$ cat src/hdl/mm3_pkg.sv
// shared constants, types and helpers for the murmur3 32-bit hash block
`default_nettype none

package mm3_pkg;

   // mixing constants
   localparam logic [31:0] MM_C1  = 32'hcc9e2d51;
   localparam logic [31:0] MM_C2  = 32'h1b873593;
   localparam logic [31:0] MM_ADD = 32'he6546b64;
   localparam logic [31:0] MM_F1  = 32'h85ebca6b;
   localparam logic [31:0] MM_F2  = 32'hc2b2ae35;

   // byte counts
   localparam logic [2:0] FULL_BYTES = 3'd4;

   // queue between front and back
   localparam int QUEUE_DEPTH = 4;
   localparam int QUEUE_PTR_W = $clog2(QUEUE_DEPTH);
   localparam int QUEUE_CNT_W = $clog2(QUEUE_DEPTH + 1);

   // word class as seen by the back end
   typedef enum logic [1:0] {
      KIND_EMPTY,
      KIND_PART,
      KIND_FULL
   } mm3_kind_type;

   // one scrambled request on its way to the back end
   typedef struct packed {
      logic [31:0]  k;
      logic [2:0]   nbytes;
      mm3_kind_type kind;
      logic         done;
   } mm3_item_type;

   // back end sequencer
   typedef enum logic [1:0] {
      ST_RUN,
      ST_MIX1,
      ST_MIX2,
      ST_EMIT
   } mm3_state_type;

   // keep only the valid low bytes of a word
   function automatic logic [31:0] byte_mask(input logic [2:0] nbytes);
      logic [31:0] m;
      begin
         case (nbytes)
            3'd0:    m = 32'h0000_0000;
            3'd1:    m = 32'h0000_00ff;
            3'd2:    m = 32'h0000_ffff;
            3'd3:    m = 32'h00ff_ffff;
            default: m = 32'hffff_ffff;
         endcase
         return m;
      end
   endfunction

endpackage

`default_nettype wire

$ cat src/hdl/mm3_front.sv
// front end: accepts request words, classifies them and scrambles the key word
`default_nettype none

module mm3_front
   import mm3_pkg::*;
(
   input  wire logic         clock,
   input  wire logic         reset,
   input  wire logic         req_valid,
   output logic              req_ready,
   input  wire logic [31:0]  req_data_word,
   input  wire logic [2:0]   req_byte_count,
   input  wire logic         req_last,
   output logic              push_valid,
   input  wire logic         push_ready,
   output mm3_item_type      push_item
);

   logic         s1_valid_ff, s1_valid_in;
   mm3_item_type s1_item_ff, s1_item_in;
   logic         s2_valid_ff, s2_valid_in;
   mm3_item_type s2_item_ff, s2_item_in;
   logic         adv1, adv2;
   logic [2:0]   nbytes;
   mm3_kind_type kind;
   logic [31:0]  rot15;

   // stage advance, a stage loads when empty or draining
   assign adv2      = !s2_valid_ff || push_ready;
   assign adv1      = !s1_valid_ff || adv2;
   assign req_ready = adv1;

   // clamp the count and classify the word
   always_comb begin
      nbytes = (req_byte_count > FULL_BYTES) ? FULL_BYTES : req_byte_count;
      case (nbytes)
         3'd0:       kind = KIND_EMPTY;
         FULL_BYTES: kind = KIND_FULL;
         default:    kind = KIND_PART;
      endcase
   end

   // stage one: mask and first multiply
   always_comb begin
      s1_item_in.k      = (req_data_word & byte_mask(nbytes)) * MM_C1;
      s1_item_in.nbytes = nbytes;
      s1_item_in.kind   = kind;
      s1_item_in.done   = req_last || (kind == KIND_PART);
      s1_valid_in       = adv1 ? req_valid : s1_valid_ff;
   end

   // stage two: rotate and second multiply
   always_comb begin
      rot15           = {s1_item_ff.k[16:0], s1_item_ff.k[31:17]};
      s2_item_in      = s1_item_ff;
      s2_item_in.k    = rot15 * MM_C2;
      s2_valid_in     = adv2 ? s1_valid_ff : s2_valid_ff;
   end

   // valid bits
   always_ff @(posedge clock) begin
      if (reset) begin
         s1_valid_ff <= 1'b0;
         s2_valid_ff <= 1'b0;
      end else begin
         s1_valid_ff <= s1_valid_in;
         s2_valid_ff <= s2_valid_in;
      end
   end

   // stage payload
   always_ff @(posedge clock) begin
      if (adv1) begin
         s1_item_ff <= s1_item_in;
      end
      if (adv2) begin
         s2_item_ff <= s2_item_in;
      end
   end

   assign push_valid = s2_valid_ff;
   assign push_item  = s2_item_ff;

endmodule

`default_nettype wire

$ cat src/hdl/mm3_queue.sv
// short request queue that decouples the front end from the back end
`default_nettype none

module mm3_queue
   import mm3_pkg::*;
(
   input  wire logic          clock,
   input  wire logic          reset,
   input  wire logic          push_valid,
   output logic               push_ready,
   input  wire mm3_item_type  push_item,
   output logic               pop_valid,
   input  wire logic          pop_ready,
   output mm3_item_type       pop_item
);

   mm3_item_type                 mem [QUEUE_DEPTH];
   logic [QUEUE_PTR_W-1:0]       wr_ptr_ff, wr_ptr_in;
   logic [QUEUE_PTR_W-1:0]       rd_ptr_ff, rd_ptr_in;
   logic [QUEUE_CNT_W-1:0]       count_ff, count_in;
   logic                         push_fire, pop_fire;

   // flags from the registered fill count
   assign push_ready = (count_ff != QUEUE_CNT_W'(QUEUE_DEPTH));
   assign pop_valid  = (count_ff != '0);
   assign pop_item   = mem[rd_ptr_ff];
   assign push_fire  = push_valid && push_ready;
   assign pop_fire   = pop_valid && pop_ready;

   // pointer and count update
   always_comb begin
      wr_ptr_in = push_fire ? wr_ptr_ff + 1'b1 : wr_ptr_ff;
      rd_ptr_in = pop_fire  ? rd_ptr_ff + 1'b1 : rd_ptr_ff;
      count_in  = count_ff;
      if (push_fire && !pop_fire) begin
         count_in = count_ff + 1'b1;
      end else if (pop_fire && !push_fire) begin
         count_in = count_ff - 1'b1;
      end
   end

   always_ff @(posedge clock) begin
      if (reset) begin
         wr_ptr_ff <= '0;
         rd_ptr_ff <= '0;
         count_ff  <= '0;
      end else begin
         wr_ptr_ff <= wr_ptr_in;
         rd_ptr_ff <= rd_ptr_in;
         count_ff  <= count_in;
      end
   end

   // storage
   always_ff @(posedge clock) begin
      if (push_fire) begin
         mem[wr_ptr_ff] <= push_item;
      end
   end

endmodule

`default_nettype wire

$ cat src/hdl/mm3_back.sv
// back end: hash recurrence, final avalanche and the response register
`default_nettype none

module mm3_back
   import mm3_pkg::*;
(
   input  wire logic          clock,
   input  wire logic          reset,
   input  wire logic [31:0]   seed,
   input  wire logic          pop_valid,
   output logic               pop_ready,
   input  wire mm3_item_type  pop_item,
   output logic               rsp_valid,
   input  wire logic          rsp_ready,
   output logic [31:0]        rsp_hash_value,
   output logic [31:0]        rsp_key_length
);

   mm3_state_type state_ff, state_in;
   logic          in_key_ff, in_key_in;
   logic [31:0]   hash_ff, total_ff, fin_ff, fin_in;
   logic          rsp_valid_ff, rsp_valid_in;
   logic [31:0]   rsp_hash_ff, rsp_len_ff;
   logic          pop_fire, slot_free, emit_load;
   logic [31:0]   base_h, base_t, new_h, new_t, mixed, rot13, fold, fin_shift;

   assign slot_free = !rsp_valid_ff || rsp_ready;
   assign pop_fire  = pop_valid && pop_ready;

   // next state
   always_comb begin
      state_in = state_ff;
      unique case (state_ff)
         ST_RUN:  if (pop_valid && pop_item.done) state_in = ST_MIX1;
         ST_MIX1: state_in = ST_MIX2;
         ST_MIX2: state_in = ST_EMIT;
         ST_EMIT: if (slot_free) state_in = ST_RUN;
         default: state_in = ST_RUN;
      endcase
   end

   // sequencer outputs
   always_comb begin
      pop_ready = 1'b0;
      emit_load = 1'b0;
      unique case (state_ff)
         ST_RUN:  pop_ready = 1'b1;
         ST_EMIT: emit_load = slot_free;
         default: ;
      endcase
   end

   // one word into the running hash, seed at key start
   always_comb begin
      base_h = in_key_ff ? hash_ff : seed;
      base_t = in_key_ff ? total_ff : '0;
      new_t  = base_t + {29'd0, pop_item.nbytes};
      mixed  = base_h ^ pop_item.k;
      rot13  = {mixed[18:0], mixed[31:19]};
      case (pop_item.kind)
         KIND_FULL: new_h = rot13 + {rot13[29:0], 2'b00} + MM_ADD;
         KIND_PART: new_h = mixed;
         default:   new_h = base_h;
      endcase
      fold      = new_h ^ new_t;
      in_key_in = pop_fire ? !pop_item.done : in_key_ff;
   end

   // avalanche steps, one multiply in each mix state
   always_comb begin
      fin_shift = fin_ff ^ {13'd0, fin_ff[31:13]};
      fin_in    = fin_ff;
      case (state_ff)
         ST_RUN:  fin_in = fold ^ {16'd0, fold[31:16]};
         ST_MIX1: fin_in = fin_ff * MM_F1;
         ST_MIX2: fin_in = fin_shift * MM_F2;
         default: fin_in = fin_ff;
      endcase
   end

   // response valid
   always_comb begin
      if (emit_load) begin
         rsp_valid_in = 1'b1;
      end else if (rsp_ready) begin
         rsp_valid_in = 1'b0;
      end else begin
         rsp_valid_in = rsp_valid_ff;
      end
   end

   // control registers
   always_ff @(posedge clock) begin
      if (reset) begin
         state_ff     <= ST_RUN;
         in_key_ff    <= 1'b0;
         rsp_valid_ff <= 1'b0;
      end else begin
         state_ff     <= state_in;
         in_key_ff    <= in_key_in;
         rsp_valid_ff <= rsp_valid_in;
      end
   end

   // datapath registers
   always_ff @(posedge clock) begin
      if (pop_fire) begin
         hash_ff  <= new_h;
         total_ff <= new_t;
      end
      fin_ff <= fin_in;
      if (emit_load) begin
         rsp_hash_ff <= fin_ff ^ {16'd0, fin_ff[31:16]};
         rsp_len_ff  <= total_ff;
      end
   end

   assign rsp_valid      = rsp_valid_ff;
   assign rsp_hash_value = rsp_hash_ff;
   assign rsp_key_length = rsp_len_ff;

endmodule

`default_nettype wire

$ cat src/hdl/murmur3_32_hash.sv
// top level of the streaming murmur3 x86 32-bit hash
//
// Keys arrive as little-endian 32-bit words, one request per cycle while
// req_ready is high; the front end masks and scrambles each word in a
// two-stage multiply pipeline and hands it through a four-entry queue to the
// back end, which folds one word per cycle into the running hash while it
// is in its run state. A request that ends a key holds the back end through
// the fold, the two avalanche multiply states and the load of the response
// register, and longer while a finished response waits on rsp_ready. The
// seed register is sampled when the first word of a key reaches the back end.
`default_nettype none

module murmur3_32_hash
   import mm3_pkg::*;
(
   input  wire logic         clock,
   input  wire logic         reset,
   input  wire logic         req_valid,
   output logic              req_ready,
   input  wire logic [31:0]  req_data_word,
   input  wire logic [2:0]   req_byte_count,
   input  wire logic         req_last,
   output logic              rsp_valid,
   input  wire logic         rsp_ready,
   output logic [31:0]       rsp_hash_value,
   output logic [31:0]       rsp_key_length,
   input  wire logic         csr_valid,
   output logic              csr_ready,
   input  wire logic [31:0]  csr_seed
);

   logic [31:0]  seed_reg_ff, seed_reg_in;
   logic         push_valid, push_ready, pop_valid, pop_ready;
   mm3_item_type push_item, pop_item;

   // seed register, always writable
   assign csr_ready   = 1'b1;
   assign seed_reg_in = (csr_valid && csr_ready) ? csr_seed : seed_reg_ff;

   always_ff @(posedge clock) begin
      if (reset) begin
         seed_reg_ff <= '0;
      end else begin
         seed_reg_ff <= seed_reg_in;
      end
   end

   mm3_front u_front (
      .clock          (clock),
      .reset          (reset),
      .req_valid      (req_valid),
      .req_ready      (req_ready),
      .req_data_word  (req_data_word),
      .req_byte_count (req_byte_count),
      .req_last       (req_last),
      .push_valid     (push_valid),
      .push_ready     (push_ready),
      .push_item      (push_item)
   );

   mm3_queue u_queue (
      .clock      (clock),
      .reset      (reset),
      .push_valid (push_valid),
      .push_ready (push_ready),
      .push_item  (push_item),
      .pop_valid  (pop_valid),
      .pop_ready  (pop_ready),
      .pop_item   (pop_item)
   );

   mm3_back u_back (
      .clock          (clock),
      .reset          (reset),
      .seed           (seed_reg_ff),
      .pop_valid      (pop_valid),
      .pop_ready      (pop_ready),
      .pop_item       (pop_item),
      .rsp_valid      (rsp_valid),
      .rsp_ready      (rsp_ready),
      .rsp_hash_value (rsp_hash_value),
      .rsp_key_length (rsp_key_length)
   );

endmodule

`default_nettype wire

$ cat config.mk
export PLATFORM = sky130hd
export DESIGN_NAME = murmur3_32_hash
export DESIGN_NICKNAME = d
export VERILOG_FILES = /design/src/hdl/mm3_pkg.sv /design/src/hdl/mm3_front.sv /design/src/hdl/mm3_queue.sv /design/src/hdl/mm3_back.sv /design/src/hdl/murmur3_32_hash.sv
export SDC_FILE = /design/constraint.sdc
export NUM_CORES = 2
export LEC_CHECK = 0
export ABC_AREA = 1
export BUFFER_PORTS_ARGS = -buffer_cell sky130_fd_sc_hd__buf_4
export CAP_MARGIN = 10
export CORE_UTILIZATION = 56
export CTS_CLUSTER_DIAMETER = 200
export DETAILED_ROUTE_END_ITERATION = 16
export GPL_ROUTABILITY_DRIVEN = 0
export GPL_TIMING_DRIVEN = 0
export HOLD_SLACK_MARGIN = 0.02
export PLACE_DENSITY = 0.81
export REMOVE_ABC_BUFFERS = 1
export SLEW_MARGIN = 20
export SYNTH_ARGS = -nofsm -noshare
export SYNTH_HDL_FRONTEND = slang
export SYNTH_SLANG_ARGS = --single-unit
export TNS_END_PERCENT = 10
$ cat constraint.sdc
create_clock -name clock -period 20.7 [get_ports clock]
set_input_delay 2.07 -clock clock [delete_from_list [all_inputs] [get_ports clock]]
set_output_delay 2.07 -clock clock [all_outputs]
set_load 0.02 [all_outputs]
## Yosys cells after proc, flatten, opt, wreduce, memory -nomap -nowiden

Memory sizes are Yosys's and may differ from the RTL's. A register that Yosys moved wholly into a read port is not among the register bits.
Cells that the tools add are included.

- Register bits: 281
- Memory bits (writable): 152
- Input port bits: 73
- Output and inout bits: 67
- Logic and storage cells: 96
- Memories kept: 1

- Add/sub/neg operators: 7
- Multipliers: 4
- Magnitude comparators: 1
- Eq/ne operators: 13
- Mux-type cells: 20
- Bitwise operators: 6
- Reductions and logical operators: 22

Memories:

| name | depth | width | read ports | clocked after memory_dff | wr ports | RTL line | text |
|---|---|---|---|---|---|---|---|
| u_queue.mem | 4 | 38 | 1 | 1 | 1 | mm3_queue.sv:17 | `mm3_item_type mem [QUEUE_DEPTH];` |

Operator list:

| kind | count |
|---|---|
| 32-bit one-hot mux with 4 select lines | 1 |
| 32-bit one-hot mux with 3 select lines | 1 |
| 32-bit by 31-bit multiplier with 32-bit output (second input constant) | 2 |
| 32-bit 2-to-1 mux | 2 |
| 32-bit one-hot mux with 2 select lines | 1 |
| 32-bit by 16-bit bitwise XOR with 32-bit output | 2 |
| 32-bit bitwise XOR | 2 |
| 32-bit by 3-bit adder with 32-bit output | 1 |
| 32-bit adder | 1 |
| 32-bit adder (second input constant) | 1 |
| 32-bit AND | 1 |
| 32-bit by 29-bit multiplier with 32-bit output (second input constant) | 1 |
| 32-bit by 32-bit multiplier with 32-bit output (second input constant) | 1 |
| 32-bit by 19-bit bitwise XOR with 32-bit output | 1 |
| 3-bit 2-to-1 mux | 3 |
| 2-bit 2-to-1 mux | 4 |
| 2-bit one-hot mux with 4 select lines | 1 |
| 2-bit by 1-bit == test with 1-bit output (second input constant) | 3 |
| 2-bit == test (second input constant) | 3 |
| 3-bit by 2-bit == test with 1-bit output (second input constant) | 2 |
| 1-bit zero test | 6 |
| 1-bit 2-to-1 mux | 6 |
| 3-bit nonzero test | 2 |
| 1-bit logical AND | 5 |
| 14 further kinds | 20 |

## Depth between registers and ports, before layout

- Word-level depth: 8
- Mapped depth: 34
- Mapped depth without buffers: 34

## Modules after synthesis

A second synthesis with hierarchy kept.

- Cells, all modules: 6614
- Area, all modules: 57510.2 µm²

By module, submodules not included:

| module | times used | cells an instance | area an instance (µm²) | seq. area each (µm²) |
|---|---|---|---|---|
| mm3_back | 1 | 3821 | 30611.9 | 4884.7 |
| mm3_front | 1 | 2152 | 19428.6 | 2322.2 |
| mm3_queue | 1 | 436 | 6119.6 | 4744.6 |
| murmur3_32_hash | 1 | 205 | 1350.0 | 640.6 |

## Worst setup path after synthesis

No wires, ideal clock.

- Kind: in2reg
- Start: in req_byte_count[1]
- End: reg u_front.s1_item_ff (netlist bit u_front.rot15[8]) (data pin)
- Library setup time: 265 ps
- Arrival time: 7610 ps
- Required time: 20435 ps
- Slack: 12824 ps
- Stages on the path: 32
- Path buffers: 0
- Cell sequence: inv_1 -> nand2_4 -> nor2_4 -> nor2_1 -> inv_1 -> nor2_1 -> o21ai_0 -> nand2_1 -> inv_1 -> ha_1 -> inv_1 -> nand2_1 -> fa_1 -> inv_1 -> fa_1 -> inv_1 -> fa_1 -> inv_1 -> fa_1 -> inv_1 -> fa_1 -> ha_1 -> ha_1 -> a21oi_1 -> inv_1 -> a21oi_1 -> inv_1 -> a21oi_1 -> inv_1 -> a21oi_1 -> o21ai_0 -> xor2_1

RTL lines:

| element | RTL line | text |
|---|---|---|
| from (decl) | murmur3_32_hash.sv:21 | `input wire logic [2:0] req_byte_count,` |
| to (signal assigned) | mm3_front.sv:74 | `s1_item_ff <= s1_item_in;` |
| to (decl) | mm3_front.sv:20 | `mm3_item_type s1_item_ff, s1_item_in;` |

==> flow_metrics.py <==
metrics = {
    "placed_design": {
        "dp_hpwl_mm": 124.6,
        "io_buffers": 138,
        "place_area_um2": 58870,
    },
    "routing": {
        "drc": 0,
        "postRouteAntennaNets": 0,
        "totalWireLength_mm": 150.9,
        "drt-pass1-iter-count": 8,
        "drtIter0Drc": 4302,
        "vias": 42447,
        "viasPerCell": 5.549,
        "drt-wirelength-per-cell_um": 19.73,
    },
    "global_routing": {
        "gr-total-overflow": 0,
        "busiest_layer": "met2",
        "gr-usage-met1_pct": 37.99,
        "use_met3_pct": 5.176,
        "grt_pass1_wl_mm": 237.6,
        "antenna_found_initial": 1,
        "met2_usage_pct": 48.98,
        "grt_pass1_vias": 44055,
        "track_usage_pct": 30.06,
        "grt_max_degree": 77,
    },
    "logic_synthesis": {
        "ys_seq_area_share_pct": 22.39,
        "synth_seq_cells": 435,
        "synth_area_um2": 56250,
        "yosysWarnings": 0,
        "synth_area_per_cell_um2": 9.067,
        "synth_cells": 6204,
        "ys.flop_type": "edfxtp_1",
        "synth.distinct_cells": 61,
        "yosysTopAreaCell": "fa_1",
        "ys_top_cells_by_area": "fa_1 26%, edfxtp_1 21%, ha_1 18%",
        "synth_top_area_share_pct": 25.84,
        "synth_edf_count": 388,
        "ys_async_sr_fraction_pct": 0,
    },
    "critical_path": {
        "slowest_delay_ns": 0.66,
        "worstPathRequired_ns": 21.08,
        "r2r_setup_slack_ns": 12.86,
        "critPathKind": "input pin to flip-flop",
        "arrival_ns": 9.04,
        "worstPathMaxFanout": 13,
        "cp-end-kind": "flip-flop",
        "startpoint_type": "input pin",
        "slowest_stage": "nor2_1",
        "reg2regPathDepth": 24,
        "cp_common_cell": "inv_1",
    },
    "layout": {
        "syn_to_final_growth_pct": 7.460,
        "final_area_um2": 60450,
        "layout_common_cells": "1,675 x inv_1, 1,028 x nand2_1, 801 x ha_1",
        "drive_gt1_share_pct": 4.888,
        "final_common_cell": "inv_1",
        "nets": 7926,
        "n_antenna_cell": 0,
    },
    "worst_hold_path": {
        "hold_path_depth": 0,
        "hp-class": "flip-flop to flip-flop",
    },
    "timing": {
        "timing.slew.headroom_pct": 23.13,
        "setup_viol": 0,
        "rsz0062_at_grt": "false",
        "tightest_slew_ns": 1.153,
        "finClkSkew_ns": 0.02712,
        "max_clock_freq_mhz": 115.4,
        "finalSetupTns_ns": 0,
        "period_needed_ns": 8.663,
        "finalHoldViolCount": 0,
        "final.period_utilization_pct": 41.85,
        "finalMaxSlewViolations": 0,
    },
    "clock_tree": {
        "holdBufCountCts": 0,
        "cts_resized": 0,
        "htreeDepth": 2,
        "cts_sinks": 435,
        "cts_tree": "yes",
        "cts_post_setup_buffers_inserted": 0,
        "cts_buffers": 48,
        "clk_pin_slew_ns": 0.06,
        "clock-root-buffer": "clkbuf_16",
        "clockBufferDepth": 3,
        "clock_latency_ns": 0.65,
    },
    "flow_run": {
        "maxCapViolCount": 0,
    },
    "die": {
        "rows": 115,
        "initial_core_util_pct": 56.82,
        "io_pins": 140,
        "coreArea_um2": 98990,
        "die_h_um": 318.9,
        "die_x_um": 318.9,
        "dieArea_um2": 101700,
    },
    "status": {
        "outcome": "finished clean",
    },
}
[per-layer routing]
layer / vias up / share of wire [%]
met1: 20342 / 38
met2: 2162 / 46
met3: 524 / 8.9
met4: 2 / 6.6
li1: 19417 / -
met5: - / 0.0086
[cell families (layout without fill, tap and decap cells)]
logic type | after synthesis | in the layout | synth area share, %
and+or+nand+nor | 1651 | 1651 | 12.31
DFF | 435 | 435 | 22.39
buffers and inverters | 1786 | 1944 | 12.14
xor gates and xnor gates | 258 | 258 | 4.030
AOI/OAI and AO/OA | 543 | 543 | 5.403
muxes | 2 | 2 | 0.04226
other | 1 | 1 | 0.006666
adders and majority gates | 1528 | 1528 | 43.68
[registers in the layout (all words and copies together) (netlist names), named ones only]
signal and count:
u_queue.mem 152, u_front.push_item 38, seed_reg_ff 32, u_back.fin_ff 32, u_back.hash_ff 32, u_back.rsp_hash_value 32, u_back.rsp_key_length 32, u_back.total_ff 32
u_front.rot15 32, u_front.s1_item_ff 6, u_queue.count_ff 3, u_back.state_ff 2, u_queue.rd_ptr_ff 2, u_queue.wr_ptr_ff 2, u_back.in_key_ff 1, u_back.rsp_valid 1
u_front.push_valid 1, u_front.s1_valid_ff 1
[Yosys cell counts, types with 13 or more instances]
cell type     n
inv_1      1679
nand2_1    1028
ha_1        802
fa_1        726
edfxtp_1    388
nor2_1      246
a21oi_1     235
nand3_1     211
o21ai_0     169
xor2_1      155
xnor2_1     102
nand4_1      52
dfxtp_1      47
clkbuf_1     37
nor3_1       30
nand3b_1     24
o21ai_1      23
inv_2        19
a21o_1       18
buf_2        17
o211ai_1     14
o21bai_1     13
[path summary, 6_finish.rpt]
kind	start	endpoint
worst max-delay path	req_byte_count[2]	u_front.rot15[9]
worst min-delay path	u_front.s1_item_ff[4]	u_front.push_item[4]
worst max register to register	u_back.fin_ff[18]	u_back.fin_ff[22]
worst min register to register	u_front.s1_item_ff[4]	u_front.push_item[4]
[critical path, delay by kind of cell]
family / cells / cell delay (ns)
simple gates: 7 / 1.70
fa+ha+maj: 8 / 2.90
buf+inv: 8 / 0.85
xor+xnor: 1 / 0.14
compound gates: 7 / 1.34
[cell type report]
cell class,instances,area (um2)
clock inverters,29,295.3
inverters,1703,6397
well taps,1287,1610
repair buffers,154,1376
flip-flops and latches,435,12600
fillers,7913,38550
multi-input cells,3983,36890
clock buffers,58,1280
[stage by stage]
step	std cells	util, %	setup WS, ns	hold WS (ns)
global placement	7546	59.05	11.73	0.4009
floorplan	6121	-	12.82	0.4003
global route	7649	61.06	11.76	0.4403
finish	7649	61.06	12.04	0.4319
CTS	7649	61.06	12.17	0.4336
detailed placement	7562	59.47	11.52	0.4142
Power is not shown: default switching activity piles up to over one toggle a cycle in this logic, so the estimate is an artifact.
